## config.mk

```make
export PLATFORM = sky130hd
export DESIGN_NAME = fep_op
export DESIGN_NICKNAME = d
export VERILOG_FILES = /design/src/sv/fep_pkg.sv /design/src/sv/fep_op.sv
export SDC_FILE = /design/constraint.sdc
export NUM_CORES = 1
export LEC_CHECK = 0
export ABC_AREA = 1
export CAP_MARGIN = 25
export CORE_MARGIN = 2
export CORE_UTILIZATION = 48
export DETAILED_ROUTE_END_ITERATION = 12
export DONT_BUFFER_PORTS = 1
export PLACE_DENSITY_LB_ADDON = 0.25
export SLEW_MARGIN = 10
export SYNTH_ARGS = -nofsm -noshare
export SYNTH_HDL_FRONTEND = slang
export SYNTH_SLANG_ARGS = --single-unit
```

## constraint.sdc

```tcl
create_clock -name clk_i -period 14.7 [get_ports clk_i]
set_input_delay 3.675 -clock clk_i [delete_from_list [all_inputs] [get_ports clk_i]]
set_output_delay 3.675 -clock clk_i [all_outputs]
set_load 0.02 [all_outputs]
```

## src/sv/fep_pkg.sv

```systemverilog
`timescale 1ns / 1ps
// ----------------------------------------------------------------------------
// fep_pkg: shared types, constants and float helpers
// Single-precision add, multiply and round used by the float pipeline steps.
// ----------------------------------------------------------------------------
package fep_pkg;

  // clamp bound, conversion constants and polynomial coefficients
  localparam logic [31:0] ClampHi = 32'h42B0C0A5;
  localparam logic [31:0] Log2E   = 32'h3FB8AA3B;
  localparam logic [31:0] Ln2     = 32'h3F317218;
  localparam logic [31:0] CoefP0  = 32'h39506967;
  localparam logic [31:0] CoefP1  = 32'h3AB743CE;
  localparam logic [31:0] CoefP2  = 32'h3C088908;
  localparam logic [31:0] CoefP3  = 32'h3D2AA9C1;
  localparam logic [31:0] CoefP4  = 32'h3E2AAAAA;
  localparam logic [31:0] CoefP5  = 32'h3F000000;
  localparam logic [31:0] FpOne   = 32'h3F800000;
  localparam logic [7:0]  ExpBias = 8'h7F;
  localparam int          MantBits = 23;

  // arithmetic steps in pipeline order
  typedef enum logic [4:0] {
    ST_LOG2E, ST_LN2, ST_SUB, ST_SQR,
    ST_M0, ST_A1, ST_M1, ST_A2, ST_M2, ST_A3, ST_M3, ST_A4, ST_M4, ST_A5,
    ST_POLY, ST_ADDG, ST_ADD1, ST_SCALE
  } step_e;

  // unrounded result: value = man * 2^(ex - 127 - 46)
  typedef struct packed {
    logic               sgn;
    logic               inf;
    logic               zero;
    logic signed [11:0] ex;
    logic [48:0]        man;
  } raw_t;

  // per-item working set carried down the pipeline
  typedef struct packed {
    logic [31:0]       x;
    logic [31:0]       t;
    logic [31:0]       fx;
    logic [31:0]       g;
    logic [31:0]       g2;
    logic [31:0]       y;
    logic signed [8:0] n;
  } ctx_t;

  // clamp to the legal range, nan goes to the upper bound
  function automatic logic [31:0] fp_clamp(input logic [31:0] a);
    logic is_nan;
    is_nan = (a[30:23] == 8'hFF) && (a[22:0] != '0);
    if (is_nan) return ClampHi;
    if (a[30:0] > ClampHi[30:0]) return {a[31], ClampHi[30:0]};
    return a;
  endfunction

  // exact product ahead of rounding
  function automatic raw_t fp_mul(input logic [31:0] a, input logic [31:0] b);
    logic [7:0]  ea, eb;
    logic [23:0] ma, mb;
    logic [47:0] p;
    raw_t        r;
    ea     = (a[30:23] == 8'd0) ? 8'd1 : a[30:23];
    eb     = (b[30:23] == 8'd0) ? 8'd1 : b[30:23];
    ma     = {(a[30:23] != 8'd0), a[22:0]};
    mb     = {(b[30:23] != 8'd0), b[22:0]};
    p      = 48'(ma) * 48'(mb);
    r.sgn  = a[31] ^ b[31];
    r.inf  = (a[30:23] == 8'hFF) || (b[30:23] == 8'hFF);
    r.zero = (ma == '0) || (mb == '0);
    r.ex   = $signed(12'({4'b0, ea}) + 12'({4'b0, eb}) - 12'd127);
    r.man  = {1'b0, p};
    return r;
  endfunction

  // aligned sum with sticky jam ahead of rounding
  function automatic raw_t fp_add(input logic [31:0] a, input logic [31:0] b);
    logic [31:0] big, sml;
    logic [7:0]  ebg, esm;
    logic [23:0] mbg, msm;
    logic [8:0]  d;
    logic [5:0]  dd;
    logic [48:0] av, bv, sum;
    logic [97:0] w;
    logic        same;
    raw_t        r;
    if (a[30:0] >= b[30:0]) begin
      big = a;
      sml = b;
    end else begin
      big = b;
      sml = a;
    end
    ebg  = (big[30:23] == 8'd0) ? 8'd1 : big[30:23];
    esm  = (sml[30:23] == 8'd0) ? 8'd1 : sml[30:23];
    mbg  = {(big[30:23] != 8'd0), big[22:0]};
    msm  = {(sml[30:23] != 8'd0), sml[22:0]};
    d    = {1'b0, ebg} - {1'b0, esm};
    dd   = (d > 9'd60) ? 6'd60 : d[5:0];
    av   = {2'b0, mbg, 23'b0};
    w    = {2'b0, msm, 23'b0, 49'b0} >> dd;
    bv   = w[97:49];
    bv[0] = bv[0] | (|w[48:0]);
    same = (a[31] == b[31]);
    sum  = same ? (av + bv) : (av - bv);
    r.sgn  = ((sum == '0) && !same) ? 1'b0 : big[31];
    r.inf  = (big[30:23] == 8'hFF);
    r.zero = (sum == '0);
    r.ex   = $signed({4'b0, ebg});
    r.man  = sum;
    return r;
  endfunction

  // normalize and round to nearest even, subnormals kept
  function automatic logic [31:0] fp_round(input raw_t r);
    logic [5:0]         lz;
    logic signed [12:0] en, er, sh, nsh, ef;
    logic [5:0]         amt;
    logic [97:0]        w;
    logic [48:0]        m;
    logic               stk, inc;
    logic [24:0]        q;
    logic [22:0]        frac;
    if (r.inf) return {r.sgn, 8'hFF, 23'b0};
    if (r.zero) return {r.sgn, 31'b0};
    lz = 6'd49;
    for (int i = 0; i < 49; i++) begin
      if (r.man[i]) lz = 6'(48 - i);
    end
    en = $signed({r.ex[11], r.ex}) + 13'sd2 - $signed({7'b0, lz});
    er = (en < 13'sd1) ? 13'sd1 : en;
    sh = $signed({r.ex[11], r.ex}) - er;
    w  = {r.man, 49'b0};
    if (sh >= 13'sd0) begin
      w = w << sh[5:0];
    end else begin
      nsh = -sh;
      amt = (nsh > 13'sd63) ? 6'd63 : nsh[5:0];
      w   = w >> amt;
    end
    m    = w[97:49];
    stk  = (|m[21:0]) | (|w[48:0]);
    inc  = m[22] & (stk | m[23]);
    q    = {1'b0, m[46:23]} + 25'(inc);
    if (q[24]) begin
      ef   = er + 13'sd1;
      frac = '0;
    end else if (q[23]) begin
      ef   = er;
      frac = q[22:0];
    end else begin
      ef   = 13'sd0;
      frac = q[22:0];
    end
    if (ef >= 13'sd255) return {r.sgn, 8'hFF, 23'b0};
    return {r.sgn, ef[7:0], frac};
  endfunction

  // nearest integer of a small float, ties to even
  function automatic logic signed [8:0] fp_rne(input logic [31:0] t);
    logic [7:0]  e;
    logic [4:0]  sh;
    logic [47:0] w;
    logic [8:0]  mag;
    logic        up;
    e = t[30:23];
    if (e < 8'd126) return 9'sd0;
    if (e > 8'd134) e = 8'd134;
    sh  = 5'(8'd150 - e);
    w   = {1'b1, t[22:0], 24'b0} >> sh;
    up  = w[23] & ((|w[22:0]) | w[24]);
    mag = {1'b0, w[31:24]} + 9'(up);
    return t[31] ? $signed(-mag) : $signed(mag);
  endfunction

  // exact integer to float for |n| <= 128
  function automatic logic [31:0] fp_from_int(input logic signed [8:0] n);
    logic [8:0]  mag;
    logic [2:0]  p;
    logic [23:0] f;
    mag = n[8] ? 9'(-n) : 9'(n);
    if (mag == '0) return 32'd0;
    p = '0;
    for (int i = 0; i < 8; i++) begin
      if (mag[i]) p = 3'(i);
    end
    f = 24'(mag[7:0]) << (5'd23 - {2'b0, p});
    return {n[8], ExpBias + {5'b0, p}, f[22:0]};
  endfunction

  // power of two 2^n built in the exponent field
  function automatic logic [31:0] fp_scale(input logic signed [8:0] n);
    logic signed [9:0] e;
    e = $signed({n[8], n}) + $signed({2'b0, ExpBias});
    if (e <= 10'sd0) return 32'd0;
    if (e > 10'sd255) return {1'b0, 8'hFF, 23'b0};
    return {1'b0, e[7:0], 23'b0};
  endfunction

endpackage

```

## src/sv/fep_op.sv

```systemverilog
`timescale 1ns / 1ps
// ----------------------------------------------------------------------------
// fep_op: one float operation as two pipeline stages
// First stage forms the exact product or aligned sum, second rounds it.
// ----------------------------------------------------------------------------
module fep_op #(
  parameter fep_pkg::step_e STEP = fep_pkg::ST_LOG2E
) (
  input  logic          clk_i,
  input  logic          rst_ni,
  input  logic          vld_i,
  input  fep_pkg::ctx_t ctx_i,
  output logic          vld_o,
  output fep_pkg::ctx_t ctx_o
);
  import fep_pkg::*;

  logic [31:0] opa, opb, res;
  logic        is_mul;
  raw_t        raw_d, raw_q;
  ctx_t        mid_q, ctx_d, ctx_q;
  logic        mvld_q, vld_q;

  // operand select for this step
  always_comb begin
    opa    = ctx_i.y;
    opb    = ctx_i.g;
    is_mul = 1'b1;
    unique case (STEP) inside
      ST_LOG2E: begin opa = ctx_i.x;  opb = Log2E; end
      ST_LN2:   begin opa = ctx_i.fx; opb = Ln2; end
      ST_SUB: begin
        opa = ctx_i.x; opb = {~ctx_i.t[31], ctx_i.t[30:0]}; is_mul = 1'b0;
      end
      ST_SQR:   begin opa = ctx_i.g;  opb = ctx_i.g; end
      ST_M0:    begin opa = CoefP0;   opb = ctx_i.g; end
      ST_M1, ST_M2, ST_M3, ST_M4: begin opa = ctx_i.y; opb = ctx_i.g; end
      ST_A1:    begin opa = ctx_i.t;  opb = CoefP1; is_mul = 1'b0; end
      ST_A2:    begin opa = ctx_i.t;  opb = CoefP2; is_mul = 1'b0; end
      ST_A3:    begin opa = ctx_i.t;  opb = CoefP3; is_mul = 1'b0; end
      ST_A4:    begin opa = ctx_i.t;  opb = CoefP4; is_mul = 1'b0; end
      ST_A5:    begin opa = ctx_i.t;  opb = CoefP5; is_mul = 1'b0; end
      ST_POLY:  begin opa = ctx_i.y;  opb = ctx_i.g2; end
      ST_ADDG:  begin opa = ctx_i.t;  opb = ctx_i.g; is_mul = 1'b0; end
      ST_ADD1:  begin opa = ctx_i.y;  opb = FpOne;   is_mul = 1'b0; end
      ST_SCALE: begin opa = ctx_i.y;  opb = fp_scale(ctx_i.n); end
      default:  ;
    endcase
    raw_d = is_mul ? fp_mul(opa, opb) : fp_add(opa, opb);
  end

  // first stage register
  always_ff @(posedge clk_i or negedge rst_ni) begin
    if (!rst_ni) begin
      mvld_q <= 1'b0;
    end else begin
      mvld_q <= vld_i;
    end
  end

  always_ff @(posedge clk_i) begin
    raw_q <= raw_d;
    mid_q <= ctx_i;
  end

  // round and write the destination field
  always_comb begin
    res   = fp_round(raw_q);
    ctx_d = mid_q;
    unique case (STEP) inside
      ST_LOG2E, ST_LN2, ST_M0, ST_M1, ST_M2, ST_M3, ST_M4, ST_POLY: ctx_d.t = res;
      ST_SUB:  ctx_d.g  = res;
      ST_SQR:  ctx_d.g2 = res;
      ST_A1, ST_A2, ST_A3, ST_A4, ST_A5, ST_ADDG, ST_ADD1, ST_SCALE: ctx_d.y = res;
      default: ;
    endcase
  end

  // second stage register
  always_ff @(posedge clk_i or negedge rst_ni) begin
    if (!rst_ni) begin
      vld_q <= 1'b0;
    end else begin
      vld_q <= mvld_q;
    end
  end

  always_ff @(posedge clk_i) begin
    ctx_q <= ctx_d;
  end

  assign vld_o = vld_q;
  assign ctx_o = ctx_q;

endmodule

```

# After elaboration in Yosys (flattened, before gate mapping)
# Index checks and enable logic that the tools add are counted.
[op_classes]
n_bitwise = 3
magnitude_cmp = 4
shift = 2
n_reduce_logical = 5
muxes = 73
eq_ne = 1
n_div = 0
n_addsub = 8
n_mul = 1
[op_table]
columns = ["cell", "count"]
rows = [
  ["6-bit 2-to-1 mux", 50],
  ["96-bit 2-to-1 mux", 3],
  ["32-bit 2-to-1 mux", 6],
  ["97-bit by 6-bit << shifter with 96-bit output", 1],
  ["97-bit by 6-bit right shift with 96-bit output", 1],
  ["13-bit 2-to-1 mux", 5],
  ["49-bit OR reduction", 1],
  ["24-bit by 24-bit multiplier with 48-bit output, second input constant", 1],
  ["24-bit by 1-bit adder with 25-bit output", 1],
  ["24-bit zero test", 1],
  ["23-bit 2-to-1 mux", 1],
  ["22-bit OR reduction", 1],
  ["13-bit by 2-bit adder with 13-bit output, second input constant", 1],
  ["13-bit by 1-bit >= comparator with 1-bit output, second input constant", 1],
  ["13-bit by 9-bit >= comparator with 1-bit output, second input constant", 1],
  ["13-bit by 7-bit > comparator with 1-bit output, second input constant", 1],
  ["13-bit negator", 1],
  ["10-bit by 13-bit subtractor with 13-bit output", 1],
  ["12-bit by 2-bit less-than comparator with 1-bit output, second input constant", 1],
  ["11-bit by 7-bit subtractor with 12-bit output", 1],
  ["10-bit by 3-bit adder with 11-bit output, second input constant", 1],
  ["9-bit by 7-bit subtractor with 10-bit output, second input constant", 1],
  ["8-bit by 7-bit adder with 9-bit output, second input constant", 1],
  ["8-bit equality test, second input constant", 1],
  ["other kinds (6)", 13],
]
[word_totals]
in_bits = 204
ff_bits = 433
output_inout_bits = 202
elab_cells = 117
memories = 0
rom_bits = 0
latch_bits = 0
ramBits = 0

# Depth between registers and ports, before layout
[logic_depth]
ltp_word = 77
depth_mapped = 106
ltp_nobuf = 103

# Worst setup path after synthesis
# Ideal clock, no wire load.
[synth_timing]
kind = "reg2reg"
start = "reg ctx_d[169] (netlist name)"
end = "reg ctx_q, in the netlist ctx_o[156]"
path_buffers = 6
period_less_slack_ns = 10.150
setup_slack_ns = 4.550
t_arrival_ns = 10.029
t_required_ns = 14.579
path_stages_with_launch = 101
setup_time_ns = 0.121
cell_sequence = "dfxtp_1 -> inv_1 -> o21ai_0 -> a21oi_1 -> o21ai_0 -> a21oi_1 -> o21ai_0 -> a21oi_1 -> o21ai_0 -> nand2_1 -> nand2_1 -> nand2_1 -> nand2_1 -> nand2_1 -> nand2_1 -> nand2_1 -> nand2_1 -> nand2_1 -> [... 65 more ...] -> nand2_1 -> nand2_1 -> inv_1 -> ha_1 -> nand3_2 -> nor2_4 -> nand3_2 -> nor2_4 -> nand3_1 -> a21oi_1 -> nand2_1 -> nor2_1 -> nand3_1 -> nand2_2 -> nand2_4 -> nand2_4 -> buf_8 -> nor2_4"
[synth_rtl]
columns = ["element", "line", "rtl"]
rows = [
  ["to (signal assigned)", "fep_op.sv:89", "ctx_q <= ctx_d;"],
  ["to (decl)", "fep_op.sv:21", "ctx_t mid_q, ctx_d, ctx_q;"],
]

==> results.toml <==
[outcome]
status = "finished, final reports clean"

[timing]
tightestPinTransition_ns = 0.952
hold_violations = 0
setup_tns_ns = 0
finalCriticalPeriod_ns = 12.83
final-max-slew-violation-count = 0
period_share_pct = 87.3
setup_violations = 0
clock_skew_ns = 0.0391
rsz0062_at_grt = "false"
slew_headroom_pct = 36.0
timing.fmax_ghz = 0.0779

[clocking]
numCtsBuffers = 44
cts_setup_buffers = 0
htreeDepth = 2
cts_tree = "yes"
clkTransAtPathRegs_ns = 0.06
cts_root_buf = "clkbuf_16"
cts.sinks = 428
clock_latency_ns = 0.60
clockBufferDepth = 3
hold_buffers = 0
cts_resized = 0

[yosys]
synthFlopType = "dfxtp_1"
async_reset_ff_share_pct = 0.467
ys_ff_latch = 428
ys_types = 66
synth_cells = 3490
synth_area_um2 = 28800
avgSynthCellArea_um2 = 8.25
synth-edff-count = 0
ys_seq_area_share_pct = 29.8
yosys_warnings = 0
synth_nets = 4211

[min_path]
holdPathEnd = "ctx_o[58]$_DFF_P_"
holdCritStartpoint = "ctx_d[58]$_DFF_P_"
worstHoldPathCells = 0
min_path_type = "flip-flop to flip-flop"

[final_layout]
synthToLayoutAreaGrowth_pct = 7.21
nNetsFinal = 4159
layout_common_cells = "784 x nand2_1, 550 x inv_1, 426 x dfxtp_1"
final_common_cell = "nand2_1"
diodes = 0
final_cell_count_no_fill = 4245
nFillCells = 5639
post_route_cells_drive_above_1_share_pct = 5.88

[global_routing]
grt_max_degree = 77
grt_pass1_vias = 21289
grt_pass1_wl_mm = 118
grt_usage_pct = 24.1
antenna_found_initial = 0
grt-ovfl-total = 0

[setup_path]
critPathMaxStageDelay_ns = 0.54
cp-start-kind = "flip-flop"
crit_path_frequent_cell = "nand2_1"
reg2reg_to = "ctx_o[137]$_SDFF_PP0_"
critPathArrivalTime_ns = 13.27
endpoint_kind = "flip-flop"
rr_worst_depth = 90
crit_required_ns = 15.14
r2r_slack_ns = 1.87
worstSetupPathType = "flip-flop to flip-flop"
cp_max_fo = 76
timing.rr.start = "ctx_d[169]$_DFF_P_"
critical-path-slowest-cell = "fa_1"

[route]
first_iter_violations = 1669
num_vias = 22000
viasPerCell = 5.18
drt-pass1-iter-count = 6
ant_nets = 0
totalWireLength_mm = 75.4
route.detailed.drc = 0
wire_per_inst_um = 17.8

[die]
dieArea_um2 = 61900
fp.dieW_um = 249
core-area_um2 = 59100
ios = 406
die_height_um = 249
rows = 89
start_util_pct = 48.7

[placement]
place_congestion = 0.952
place_inst = 4163
hpwl_mm = 61.3
port_buffers = 0

[flow_run]
drv_cap = 0
==> synthesized netlist by cell type, types with 19 or more instances <==
| cell | count | area share, % |
|---|---|---|
| nand2_1 | 784 | 10 |
| inv_1 | 550 | 7.2 |
| dfxtp_1 | 426 | 30 |
| ha_1 | 293 | 13 |
| o21ai_0 | 243 | 4.2 |
| nand3_1 | 232 | 4.0 |
| fa_1 | 224 | 16 |
| nor2_1 | 143 | 1.9 |
| a21oi_1 | 94 | 1.6 |
| clkbuf_1 | 60 | 0.78 |
| mux2i_1 | 48 | 1.7 |
| xor2_1 | 44 | 1.3 |
| nand4_1 | 34 | 0.74 |
| xnor2_1 | 28 | 0.85 |
| nand2_2 | 20 | 0.43 |
| nor2_2 | 20 | 0.43 |
| buf_1 | 19 | 0.25 |
==> stage by stage <==
stage,worst slack [ns],area [um2],util [%],hold WS [ns]
floorplan,4.55,28800,-,0.310
global placement,1.98,29300,49.5,0.309
detailed placement,1.90,29300,49.5,0.312
CTS,1.82,30800,52.1,0.315
global route,0.764,30900,52.2,0.321
finish,1.87,30900,52.2,0.317
==> routing by layer <==
| metal | global-route usage [%] | share of wire [%] | up-vias |
|---|---|---|---|
| met3 | 4.32 | 6.3 | 132 |
| met4 | 8.23 | 3.4 | 0 |
| met2 | 40.4 | 47 | 647 |
| li1 | - | - | 10984 |
| met5 | 0 | 0 | - |
| met1 | 31.4 | 43 | 10237 |
==> sequential cells by signal, summed over array words and instances, names as in the netlist <==
| register | cells |
|---|---|
| ctx_o | 200 |
| mvld_q | 1 |
| ctx_d | 169 |
| vld_o | 1 |
| raw_q | 57 |
==> cell families (layout without fill, tap and decap cells) <==
kind of cell | after synthesis | count (layout) | share of synthesized area, %
AND/OR/NAND/NOR | 1309 | 1309 | 20.0
buffers and inverters | 683 | 665 | 9.48
adder cells (fa/ha/maj) | 517 | 517 | 28.3
AO/OA/AOI/OAI | 433 | 433 | 8.55
flip-flops | 428 | 428 | 29.8
XOR/XNOR | 72 | 72 | 2.19
multiplexers | 48 | 48 | 1.67
==> worst max-delay path: cells and delay by family (launching register included) <==
family | cells | cell delay (ns)
AOI/OAI and AO/OA | 8 | 1.49
DFF | 1 | 0.48
and+or+nand+nor | 68 | 6.96
buffers and inverters | 7 | 1.38
adders and majority gates | 7 | 2.30
==> final cells by class <==
| type | count | area [um2] | area share (%) |
|---|---|---|---|
| Clock buffer | 53 | 1170 | 3.81 |
| Clock inverter | 27 | 374 | 1.21 |
| Inverter | 570 | 2140 | 6.94 |
| Multi-Input combinational cell | 2379 | 17500 | 56.7 |
| Sequential cell | 428 | 8580 | 27.8 |
| Tap cell | 773 | 967 | 3.13 |
| Timing Repair Buffer | 15 | 136 | 0.442 |
==> how the worst max path moves through the flow <==
| stage | startpoint | end | depth (start not counted) |
|---|---|---|---|
| 2_1_floorplan | ctx_d[169]$_DFF_P_ | ctx_o[156]$_SDFF_PP0_ | 100 |
| 3_3_place_gp | ctx_d[169]$_DFF_P_ | ctx_o[137]$_SDFF_PP0_ | 92 |
| 3_5_place_dp | ctx_d[169]$_DFF_P_ | ctx_o[137]$_SDFF_PP0_ | 92 |
| 4_1_cts | ctx_d[169]$_DFF_P_ | ctx_o[137]$_SDFF_PP0_ | 92 |
| 5_1_grt | ctx_d[169]$_DFF_P_ | ctx_o[137]$_SDFF_PP0_ | 95 |
| 6_report | ctx_d[169]$_DFF_P_ | ctx_o[137]$_SDFF_PP0_ | 90 |
Power is left out: the tool's default activity adds up to more than one toggle a clock period on the data nets, which glitch-free logic cannot reach.
