## config.mk

```make
export PLATFORM = sky130hd
export DESIGN_NAME = fep_rnd
export DESIGN_NICKNAME = d
export VERILOG_FILES = /design/src/sv/fep_pkg.sv /design/src/sv/fep_rnd.sv
export SDC_FILE = /design/constraint.sdc
export NUM_CORES = 1
export LEC_CHECK = 0
export ABC_CLOCK_PERIOD_IN_PS = 1880
export BUFFER_PORTS_ARGS = -buffer_cell sky130_fd_sc_hd__clkbuf_2
export CAP_MARGIN = 20
export CORE_AREA = 4 4 157 159
export CTS_BUF_LIST = sky130_fd_sc_hd__clkbuf_2 sky130_fd_sc_hd__clkbuf_4 sky130_fd_sc_hd__clkbuf_8
export DETAILED_ROUTE_END_ITERATION = 7
export DIE_AREA = 0 0 161 163
export PLACE_DENSITY_LB_ADDON = 0.2
export SYNTH_ARGS = -nofsm -noshare
export SYNTH_HDL_FRONTEND = slang
export SYNTH_SLANG_ARGS = --single-unit
```

## constraint.sdc

```tcl
create_clock -name clk_i -period 1.88 [get_ports clk_i]
set_clock_uncertainty 0.2 [all_clocks]
set_input_delay 0.376 -clock clk_i [delete_from_list [all_inputs] [get_ports clk_i]]
set_output_delay 0.376 -clock clk_i [all_outputs]
set_load 0.02 [all_outputs]
```

## src/sv/fep_pkg.sv

```systemverilog
`timescale 1ns / 1ps
// ----------------------------------------------------------------------------
// fep_pkg: shared types, constants and float helpers
// Single-precision add, multiply and round used by the float pipeline steps.
// ----------------------------------------------------------------------------
package fep_pkg;

  // clamp bound, conversion constants and polynomial coefficients
  localparam logic [31:0] ClampHi = 32'h42B0C0A5;
  localparam logic [31:0] Log2E   = 32'h3FB8AA3B;
  localparam logic [31:0] Ln2     = 32'h3F317218;
  localparam logic [31:0] CoefP0  = 32'h39506967;
  localparam logic [31:0] CoefP1  = 32'h3AB743CE;
  localparam logic [31:0] CoefP2  = 32'h3C088908;
  localparam logic [31:0] CoefP3  = 32'h3D2AA9C1;
  localparam logic [31:0] CoefP4  = 32'h3E2AAAAA;
  localparam logic [31:0] CoefP5  = 32'h3F000000;
  localparam logic [31:0] FpOne   = 32'h3F800000;
  localparam logic [7:0]  ExpBias = 8'h7F;
  localparam int          MantBits = 23;

  // arithmetic steps in pipeline order
  typedef enum logic [4:0] {
    ST_LOG2E, ST_LN2, ST_SUB, ST_SQR,
    ST_M0, ST_A1, ST_M1, ST_A2, ST_M2, ST_A3, ST_M3, ST_A4, ST_M4, ST_A5,
    ST_POLY, ST_ADDG, ST_ADD1, ST_SCALE
  } step_e;

  // unrounded result: value = man * 2^(ex - 127 - 46)
  typedef struct packed {
    logic               sgn;
    logic               inf;
    logic               zero;
    logic signed [11:0] ex;
    logic [48:0]        man;
  } raw_t;

  // per-item working set carried down the pipeline
  typedef struct packed {
    logic [31:0]       x;
    logic [31:0]       t;
    logic [31:0]       fx;
    logic [31:0]       g;
    logic [31:0]       g2;
    logic [31:0]       y;
    logic signed [8:0] n;
  } ctx_t;

  // clamp to the legal range, nan goes to the upper bound
  function automatic logic [31:0] fp_clamp(input logic [31:0] a);
    logic is_nan;
    is_nan = (a[30:23] == 8'hFF) && (a[22:0] != '0);
    if (is_nan) return ClampHi;
    if (a[30:0] > ClampHi[30:0]) return {a[31], ClampHi[30:0]};
    return a;
  endfunction

  // exact product ahead of rounding
  function automatic raw_t fp_mul(input logic [31:0] a, input logic [31:0] b);
    logic [7:0]  ea, eb;
    logic [23:0] ma, mb;
    logic [47:0] p;
    raw_t        r;
    ea     = (a[30:23] == 8'd0) ? 8'd1 : a[30:23];
    eb     = (b[30:23] == 8'd0) ? 8'd1 : b[30:23];
    ma     = {(a[30:23] != 8'd0), a[22:0]};
    mb     = {(b[30:23] != 8'd0), b[22:0]};
    p      = 48'(ma) * 48'(mb);
    r.sgn  = a[31] ^ b[31];
    r.inf  = (a[30:23] == 8'hFF) || (b[30:23] == 8'hFF);
    r.zero = (ma == '0) || (mb == '0);
    r.ex   = $signed(12'({4'b0, ea}) + 12'({4'b0, eb}) - 12'd127);
    r.man  = {1'b0, p};
    return r;
  endfunction

  // aligned sum with sticky jam ahead of rounding
  function automatic raw_t fp_add(input logic [31:0] a, input logic [31:0] b);
    logic [31:0] big, sml;
    logic [7:0]  ebg, esm;
    logic [23:0] mbg, msm;
    logic [8:0]  d;
    logic [5:0]  dd;
    logic [48:0] av, bv, sum;
    logic [97:0] w;
    logic        same;
    raw_t        r;
    if (a[30:0] >= b[30:0]) begin
      big = a;
      sml = b;
    end else begin
      big = b;
      sml = a;
    end
    ebg  = (big[30:23] == 8'd0) ? 8'd1 : big[30:23];
    esm  = (sml[30:23] == 8'd0) ? 8'd1 : sml[30:23];
    mbg  = {(big[30:23] != 8'd0), big[22:0]};
    msm  = {(sml[30:23] != 8'd0), sml[22:0]};
    d    = {1'b0, ebg} - {1'b0, esm};
    dd   = (d > 9'd60) ? 6'd60 : d[5:0];
    av   = {2'b0, mbg, 23'b0};
    w    = {2'b0, msm, 23'b0, 49'b0} >> dd;
    bv   = w[97:49];
    bv[0] = bv[0] | (|w[48:0]);
    same = (a[31] == b[31]);
    sum  = same ? (av + bv) : (av - bv);
    r.sgn  = ((sum == '0) && !same) ? 1'b0 : big[31];
    r.inf  = (big[30:23] == 8'hFF);
    r.zero = (sum == '0);
    r.ex   = $signed({4'b0, ebg});
    r.man  = sum;
    return r;
  endfunction

  // normalize and round to nearest even, subnormals kept
  function automatic logic [31:0] fp_round(input raw_t r);
    logic [5:0]         lz;
    logic signed [12:0] en, er, sh, nsh, ef;
    logic [5:0]         amt;
    logic [97:0]        w;
    logic [48:0]        m;
    logic               stk, inc;
    logic [24:0]        q;
    logic [22:0]        frac;
    if (r.inf) return {r.sgn, 8'hFF, 23'b0};
    if (r.zero) return {r.sgn, 31'b0};
    lz = 6'd49;
    for (int i = 0; i < 49; i++) begin
      if (r.man[i]) lz = 6'(48 - i);
    end
    en = $signed({r.ex[11], r.ex}) + 13'sd2 - $signed({7'b0, lz});
    er = (en < 13'sd1) ? 13'sd1 : en;
    sh = $signed({r.ex[11], r.ex}) - er;
    w  = {r.man, 49'b0};
    if (sh >= 13'sd0) begin
      w = w << sh[5:0];
    end else begin
      nsh = -sh;
      amt = (nsh > 13'sd63) ? 6'd63 : nsh[5:0];
      w   = w >> amt;
    end
    m    = w[97:49];
    stk  = (|m[21:0]) | (|w[48:0]);
    inc  = m[22] & (stk | m[23]);
    q    = {1'b0, m[46:23]} + 25'(inc);
    if (q[24]) begin
      ef   = er + 13'sd1;
      frac = '0;
    end else if (q[23]) begin
      ef   = er;
      frac = q[22:0];
    end else begin
      ef   = 13'sd0;
      frac = q[22:0];
    end
    if (ef >= 13'sd255) return {r.sgn, 8'hFF, 23'b0};
    return {r.sgn, ef[7:0], frac};
  endfunction

  // nearest integer of a small float, ties to even
  function automatic logic signed [8:0] fp_rne(input logic [31:0] t);
    logic [7:0]  e;
    logic [4:0]  sh;
    logic [47:0] w;
    logic [8:0]  mag;
    logic        up;
    e = t[30:23];
    if (e < 8'd126) return 9'sd0;
    if (e > 8'd134) e = 8'd134;
    sh  = 5'(8'd150 - e);
    w   = {1'b1, t[22:0], 24'b0} >> sh;
    up  = w[23] & ((|w[22:0]) | w[24]);
    mag = {1'b0, w[31:24]} + 9'(up);
    return t[31] ? $signed(-mag) : $signed(mag);
  endfunction

  // exact integer to float for |n| <= 128
  function automatic logic [31:0] fp_from_int(input logic signed [8:0] n);
    logic [8:0]  mag;
    logic [2:0]  p;
    logic [23:0] f;
    mag = n[8] ? 9'(-n) : 9'(n);
    if (mag == '0) return 32'd0;
    p = '0;
    for (int i = 0; i < 8; i++) begin
      if (mag[i]) p = 3'(i);
    end
    f = 24'(mag[7:0]) << (5'd23 - {2'b0, p});
    return {n[8], ExpBias + {5'b0, p}, f[22:0]};
  endfunction

  // power of two 2^n built in the exponent field
  function automatic logic [31:0] fp_scale(input logic signed [8:0] n);
    logic signed [9:0] e;
    e = $signed({n[8], n}) + $signed({2'b0, ExpBias});
    if (e <= 10'sd0) return 32'd0;
    if (e > 10'sd255) return {1'b0, 8'hFF, 23'b0};
    return {1'b0, e[7:0], 23'b0};
  endfunction

endpackage

```

## src/sv/fep_rnd.sv

```systemverilog
`timescale 1ns / 1ps
// ----------------------------------------------------------------------------
// fep_rnd: integer exponent stage
// Rounds x*log2(e) to the nearest integer n, ties to even, and converts n back to float.
// ----------------------------------------------------------------------------
module fep_rnd (
  input  logic          clk_i,
  input  logic          rst_ni,
  input  logic          vld_i,
  input  fep_pkg::ctx_t ctx_i,
  output logic          vld_o,
  output fep_pkg::ctx_t ctx_o
);
  import fep_pkg::*;

  ctx_t ctx_d, ctx_q;
  logic vld_q;

  // n and its float image
  always_comb begin
    ctx_d    = ctx_i;
    ctx_d.n  = fp_rne(ctx_i.t);
    ctx_d.fx = fp_from_int(ctx_d.n);
  end

  always_ff @(posedge clk_i or negedge rst_ni) begin
    if (!rst_ni) begin
      vld_q <= 1'b0;
    end else begin
      vld_q <= vld_i;
    end
  end

  always_ff @(posedge clk_i) begin
    ctx_q <= ctx_d;
  end

  assign vld_o = vld_q;
  assign ctx_o = ctx_q;

endmodule

```

## Yosys cells after proc, flatten, opt, wreduce, memory -nomap -nowiden

Index checks and enable logic that the tools add are counted.

- Flip-flop bits (word level): 202
- Output and inout port bits: 202
- Input port bits: 204
- Word-level logic and storage cells: 40

- $lt $le $gt $ge: 2
- Shifts and indexed selects: 2
- Reduce and logical (&&, ||, !) cells: 2
- Bitwise operators: 2
- $add $sub $neg: 6
- Multiplexer cells: 18

Operators by type and width:

| cell | count |
|---|---|
| $mux W32 | 2 |
| $shr A48 B5 Y32 | 1 |
| $mux W9 | 4 |
| $reduce_or A23 Y1 | 1 |
| $shl A8 B5 Y23 | 1 |
| $mux W3 | 7 |
| $neg A9 Y9 | 2 |
| $mux W5 | 2 |
| $add A8 B1 Y9 | 1 |
| $logic_not A9 Y1 | 1 |
| $add A7 B3 Y8 const A | 1 |
| $gt A8 B8 Y1 const B | 1 |
| $lt A8 B7 Y1 const B | 1 |
| $sub A5 B3 Y5 const A | 1 |
| $sub A5 B5 Y5 const A | 1 |
| $mux W1 | 3 |
| $and A1 B1 Y1 | 1 |
| $or A1 B1 Y1 | 1 |

## Depth between registers and ports, before layout

- Word-level depth: 25
- Gate-level depth with buffers: 34
- Gate-level depth less buffers: 26

## Worst setup path before layout

Ideal clock, no wire load.

- Kind: input to register
- Start: input port ctx_i[167] in the netlist's numbering
- End: register ctx_q, in the netlist ctx_o[130]
- Setup slack: -4935 ps
- Stages on the path: 29
- Required time: 1616 ps
- Setup time: 64 ps
- Arrival time: 6551 ps
- Buffers on the path: 6
- Cells stage by stage: buf_2 -> nor2b_1 -> clkbuf_1 -> a21oi_2 -> inv_2 -> buf_2 -> buf_2 -> ha_1 -> or2_2 -> o221ai_1 -> buf_2 -> buf_2 -> a211oi_1 -> o41ai_1 -> o221ai_1 -> a221oi_4 -> ha_1 -> o21ai_1 -> xnor2_1 -> or3_4 -> a211o_1 -> a21o_1 -> a32oi_2 -> mux2_4 -> nor2_1 -> a21oi_1 -> ha_1 -> ha_1 -> nor2_1

- Cells in the longest elaborated chain, start to end: 24
- Elaborated cells between the ends (all ways): 28
- Those cells by class: 5 x add/sub; 2 x order compare; 1 x shift; 16 x mux; 2 x bitwise; 2 x reduce/logical

Ends and longest elaborated chain:

| item | RTL line | text |
|---|---|---|
| start, declared | fep_rnd.sv:10 | `input fep_pkg::ctx_t ctx_i,` |
| $gt A8 B8 Y1 | fep_pkg.sv:169 | `if (e > 8'd134) e = 8'd134;` |
| $mux W5 (2 in series) | fep_pkg.sv:169 |  |
| $sub A5 B5 Y5 | fep_pkg.sv:170 | `sh = 5'(8'd150 - e);` |
| $shr A48 B5 Y32 | fep_pkg.sv:171 | `w = {1'b1, t[22:0], 24'b0} >> sh;` |
| $reduce_or A23 Y1 | fep_pkg.sv:172 | `up = w[23] & ((\|w[22:0]) \| w[24]);` |
| $or A1 B1 Y1 | fep_pkg.sv:172 |  |
| $and A1 B1 Y1 | fep_pkg.sv:172 |  |
| $add A8 B1 Y9 | fep_pkg.sv:173 | `mag = {1'b0, w[31:24]} + 9'(up);` |
| [... 2 more ...] | n/a |  |
| $mux W9 (*) | fep_pkg.sv:169 |  |
| $neg A9 Y9 | fep_pkg.sv:182 | `mag = n[8] ? 9'(-n) : 9'(n);` |
| $mux W9 (*) | fep_pkg.sv:182 |  |
| $mux W1 | fep_pkg.sv:186 | `if (mag[i]) p = 3'(i);` |
| $mux W3 (6 in series) | fep_pkg.sv:186 |  |
| $mux W3 | fep_pkg.sv:184 | `p = '0;` |
| $add A7 B3 Y8 | fep_pkg.sv:189 | `return {n[8], ExpBias + {5'b0, p}, f[22:0]};` |
| $mux W32 (*) | fep_pkg.sv:184 |  |
| end signal, assigned | fep_rnd.sv:35 | `ctx_q <= ctx_d;` |
| end, declared | fep_rnd.sv:16 | `ctx_t ctx_d, ctx_q;` |

Every way passes the cells marked *; elsewhere a longest branch is shown, timed or not. The select of a mux whose other input is x is not followed.

## Worst setup path after layout

- Start: input port ctx_i[166] in the netlist's numbering
- End: register ctx_q, in the netlist ctx_o[130]

Same word-level chain as after synthesis.

==> results by group <==
Drt
  • WL per Instance: between 15 and 20 um
  • Total number of vias: 9,219
  • Total wire length: 36,500 um
  • DR iter-0 viols: ~690
  • Vias per Instance: 4.99
  • Count of TritonRoute iterations in the first routing pass: 5
  • DRC errors left: 0
  • Antenna Violating Nets Remaining: 0

Worst setup path
  • Required time reported for the critical path endpoint: 2.10 ns
  • Arrival time at the worst endpoint: approximately 6.0 ns
  • Largest fanout on the critical path: 8
  • Critical path startpoint category: input port
  • Kind of critical path: input port to flip-flop
  • CP Capture Type: flip-flop

Timing
  • Final critical-path required period: 5.79 ns
  • Setup ws final: -3.91 ns
  • WHS: approximately 0.039 ns
  • Count of pins over their slew limit: 0
  • Hold Fails Final Rpt: 0
  • Setup TNS Final: -76.88 ns
  • Unrepaired setup endpoints after global routing: yes
  • Slew at the pin closest to its max-slew limit: between 0.9 and 1 ns
  • Highest achievable clock rate: 173 MHz
  • Period utilisation layout: 308%
  • Max transition margin: 33.9%
  • Final-report setup violation count: 23

Placement
  • Post-Place Cells: 1,622
  • Final weighted congestion in routability-driven placement: 0.974
  • Pre-CTS setup slack: -4.76 ns
  • DPL Wire Length: 26,700 um
  • Input/output buffers: 348

Worst hold path
  • Path class of the lowest-slack min-delay path: input port to flip-flop

Synthesis
  • Register area share after synthesis: 48.8%
  • Post-synth cell types: 104
  • Share of Yosys cell area claimed by the top area cell type: 48.4%
  • Synth Cell Area: 0.00756 mm^2
  • Most used DFF post-synth: dfxtp_1
  • Top post-synthesis cells by area: dfxtp_1 48%, a2111oi_0 3.2%, nor2_1 2.1%
  • Average footprint of a synthesized cell: around 10 um^2
  • Number of synthesized register bits: 184
  • Post-synth EDFFs: 0
  • Warning count from the yosys run: 0
  • Gate count after technology mapping: 732
  • Proportion of synthesized flip-flops having asynchronous set or reset: less than 1%
  • Biggest area consumer among synthesized cells: dfxtp_1

Global route
  • All-layer global routing usage: 26.4%
  • Gr ovfl total: 0
  • Initial antenna violation count: 4
  • Number of global-route vias before repair: about 9,400
  • Pin count of the biggest net entering global routing: 27
  • Global-route wire length before repair: 54,000 um

Clocking
  • Clock-pin transition on the worst setup and hold timing paths: 0.12 ns
  • CTS Sinks: 184
  • Clock Root Buffer: clkbuf_8
  • TritonCTS clock tree: done
  • Number of buffers on the longest clock path: 2
  • Inserted Clock Buffers: 17
  • CTS H-Tree Depth: 4

Cells and area
  • Non-filler instance count after layout: 1,849
  • Layout cells sized above 1: 53.9%
  • Final layout net count: 1,726
  • Signed area change from the synthesized netlist to the final layout: 92.7%

Power
  • Clock share of power: 20.6%
  • Gate power share: between 40% and 50%
  • Design internal power: between 8 and 9 mW
  • Maximum resistive drop on vdd: around 0.7 mV
  • Sequential fraction of design power: 32.5%
  • Power density of the placed cells: 922 mW/mm^2
  • Fraction of power spent switching nets: 38.0%
  • Sw power: approximately 5 mW
  • Leakage Power: 6.79 nW

Status
  • Failing checks: setup timing
  • Run status: complete, but fails checks

Floorplan
  • Core region area: 0.0233 mm^2
  • Total Die Area: roughly 0.026 mm^2
  • Starting Density: 32.5%
  • Std-Cell Rows: 56
  • Die Span Y: about 160 um
  • Horizontal extent of the die: about 160 um
  • Number of top-level design ports: 406

Flow run
  • Number of maximum-capacitance violations: 0
-- cells in the mapped netlist (all sizes together) (5+ instances only) --
library cell / count
o211ai: 13
inv: 23
a31oi: 11
buf: 41
nor3: 18
a211oi: 24
nand4: 8
a211o: 5
or2: 6
dfxtp: 183
nor4: 9
o211a: 11
a2111oi: 36
a21o: 7
and2: 5
clkbuf: 18
and3: 6
nor2b: 5
nand3: 22
xnor2: 7
nand2: 43
a21oi: 33
nor2: 43
xor2: 5
or3: 10
a32oi: 7
mux2i: 12
o31ai: 9
a221oi: 5
ha: 8
o21ai: 21
-- state kept, by name, indices dropped and copies added (netlist names) --
register,cells
vld_o,1
ctx_o,183
-- per-stage QoR --
step	area, um^2	utilization (%)	power (mW)
global route	14600	62.6	14.1
global placement	11800	50.6	9.63
CTS	14300	61.3	13.1
detailed placement	11800	50.6	9.61
finish	14600	62.7	13.4
floorplan	8060	-	7.30
-- per-layer routing --
| layer | up-vias | share of wire [%] | GRT usage (%) |
|---|---|---|---|
| met3 | 95 | 6.9 | 6.50 |
| met2 | 410 | 48 | 44.2 |
| met4 | 2 | 4.1 | 12.1 |
| met5 | - | 0.036 | 0 |
| met1 | 4363 | 41 | 32.1 |
| li1 | 4349 | - | - |
-- worst max-delay path, cell delays in order --
cell,delay [ns]
buf_6,0.09
o41a_1,0.44
or2_4,0.26
ha_4,0.17
or2_4,0.26
o221ai_4,0.26
buf_6,0.20
buf_6,0.11
buf_6,0.11
nor3_1,0.05
nor3_1,0.29
o21ai_2,0.13
a221oi_4,0.36
ha_4,0.22
o211ai_1,0.11
xnor2_1,0.17
buf_4,0.15
buf_4,0.13
or4_1,0.52
and3_1,0.21
a41o_2,0.31
xnor2_2,0.15
or2_4,0.27
a21oi_4,0.14
ha_2,0.19
ha_1,0.22
nor2_1,0.09
-- cells by family (layout without fill, tap and decap cells) --
kind of cell             count (synthesis)  after routing  synth area share [%]
AO/OA/AOI/OAI                          235            236                  25.5
AND/OR/NAND/NOR                        192            192                  13.5
flip-flops                             184            184                  48.8
buffers and inverters                   82            861                  5.96
multiplexers                            17             17                  2.78
XOR/XNOR                                13             13                  2.03
adder cells (fa/ha/maj)                  8              8                  1.32
other                                    1             19                0.0496
-- cell type report --
type / count / area (um^2)
Inverter: 23 / 93.8
Clock buffer: 17 / 234
Multi-Input combinational cell: 482 / 4280
Sequential cell: 184 / 3690
Antenna cell: 3 / 7.51
Clock inverter: 15 / 190
Tap cell: 319 / 399
Timing Repair Buffer: 806 / 5680
Fill cell: 1934 / 8690
-- placed cells by master (no fill, tap or decap), drive strengths merged, types with 8 or more instances in the layout --
cell type / synthesis / layout
nor2: 43 / 43
a21oi: 33 / 33
dlygate4sd3: 0 / 160
o211a: 11 / 11
ha: 8 / 8
o211ai: 13 / 13
inv: 23 / 30
nor3: 18 / 18
nand4: 8 / 8
mux2i: 12 / 12
nand3: 22 / 22
or3: 10 / 10
o31ai: 9 / 9
nor4: 9 / 9
a31oi: 11 / 11
clkinv: 0 / 8
o21ai: 21 / 21
nand2: 43 / 43
conb: 1 / 16
clkbuf: 18 / 364
a2111oi: 36 / 36
a211oi: 24 / 24
buf: 41 / 299
dfxtp: 183 / 183
-- path summary, 6_finish.rpt --
path,start,endpoint,slack [ns],cells past startpoint
setup / recovery,ctx_i[166],ctx_o[130],-3.91,27
hold / removal,ctx_i[150],ctx_o[150],0.04,2
max in group asynchronous,rst_ni,vld_o,0.84,3
min in group asynchronous,rst_ni,vld_o,0.54,3
-- power by group through the flow --
stage | Sequential, mW | Clock (mW) | Combinational [mW]
6_report | 4.36 | 2.77 | 6.30
5_1_grt | 4.39 | 3.00 | 6.71
3_3_place_gp | 4.43 | 0 | 5.20
4_1_cts | 4.36 | 2.85 | 5.88
3_5_place_dp | 4.44 | 0 | 5.17
2_1_floorplan | 4.87 | 0 | 2.43
-- repair_timing --
item	CTS	global route
hold buffers	159	1
gates cloned	1	0
buffers inserted	16	15
gates resized for setup	69	36
endpoints found under the setup margin	23	23
endpoints found under the hold margin	158	1
pin swaps	28	22
Note: power is estimated with default switching activity, not from simulation.
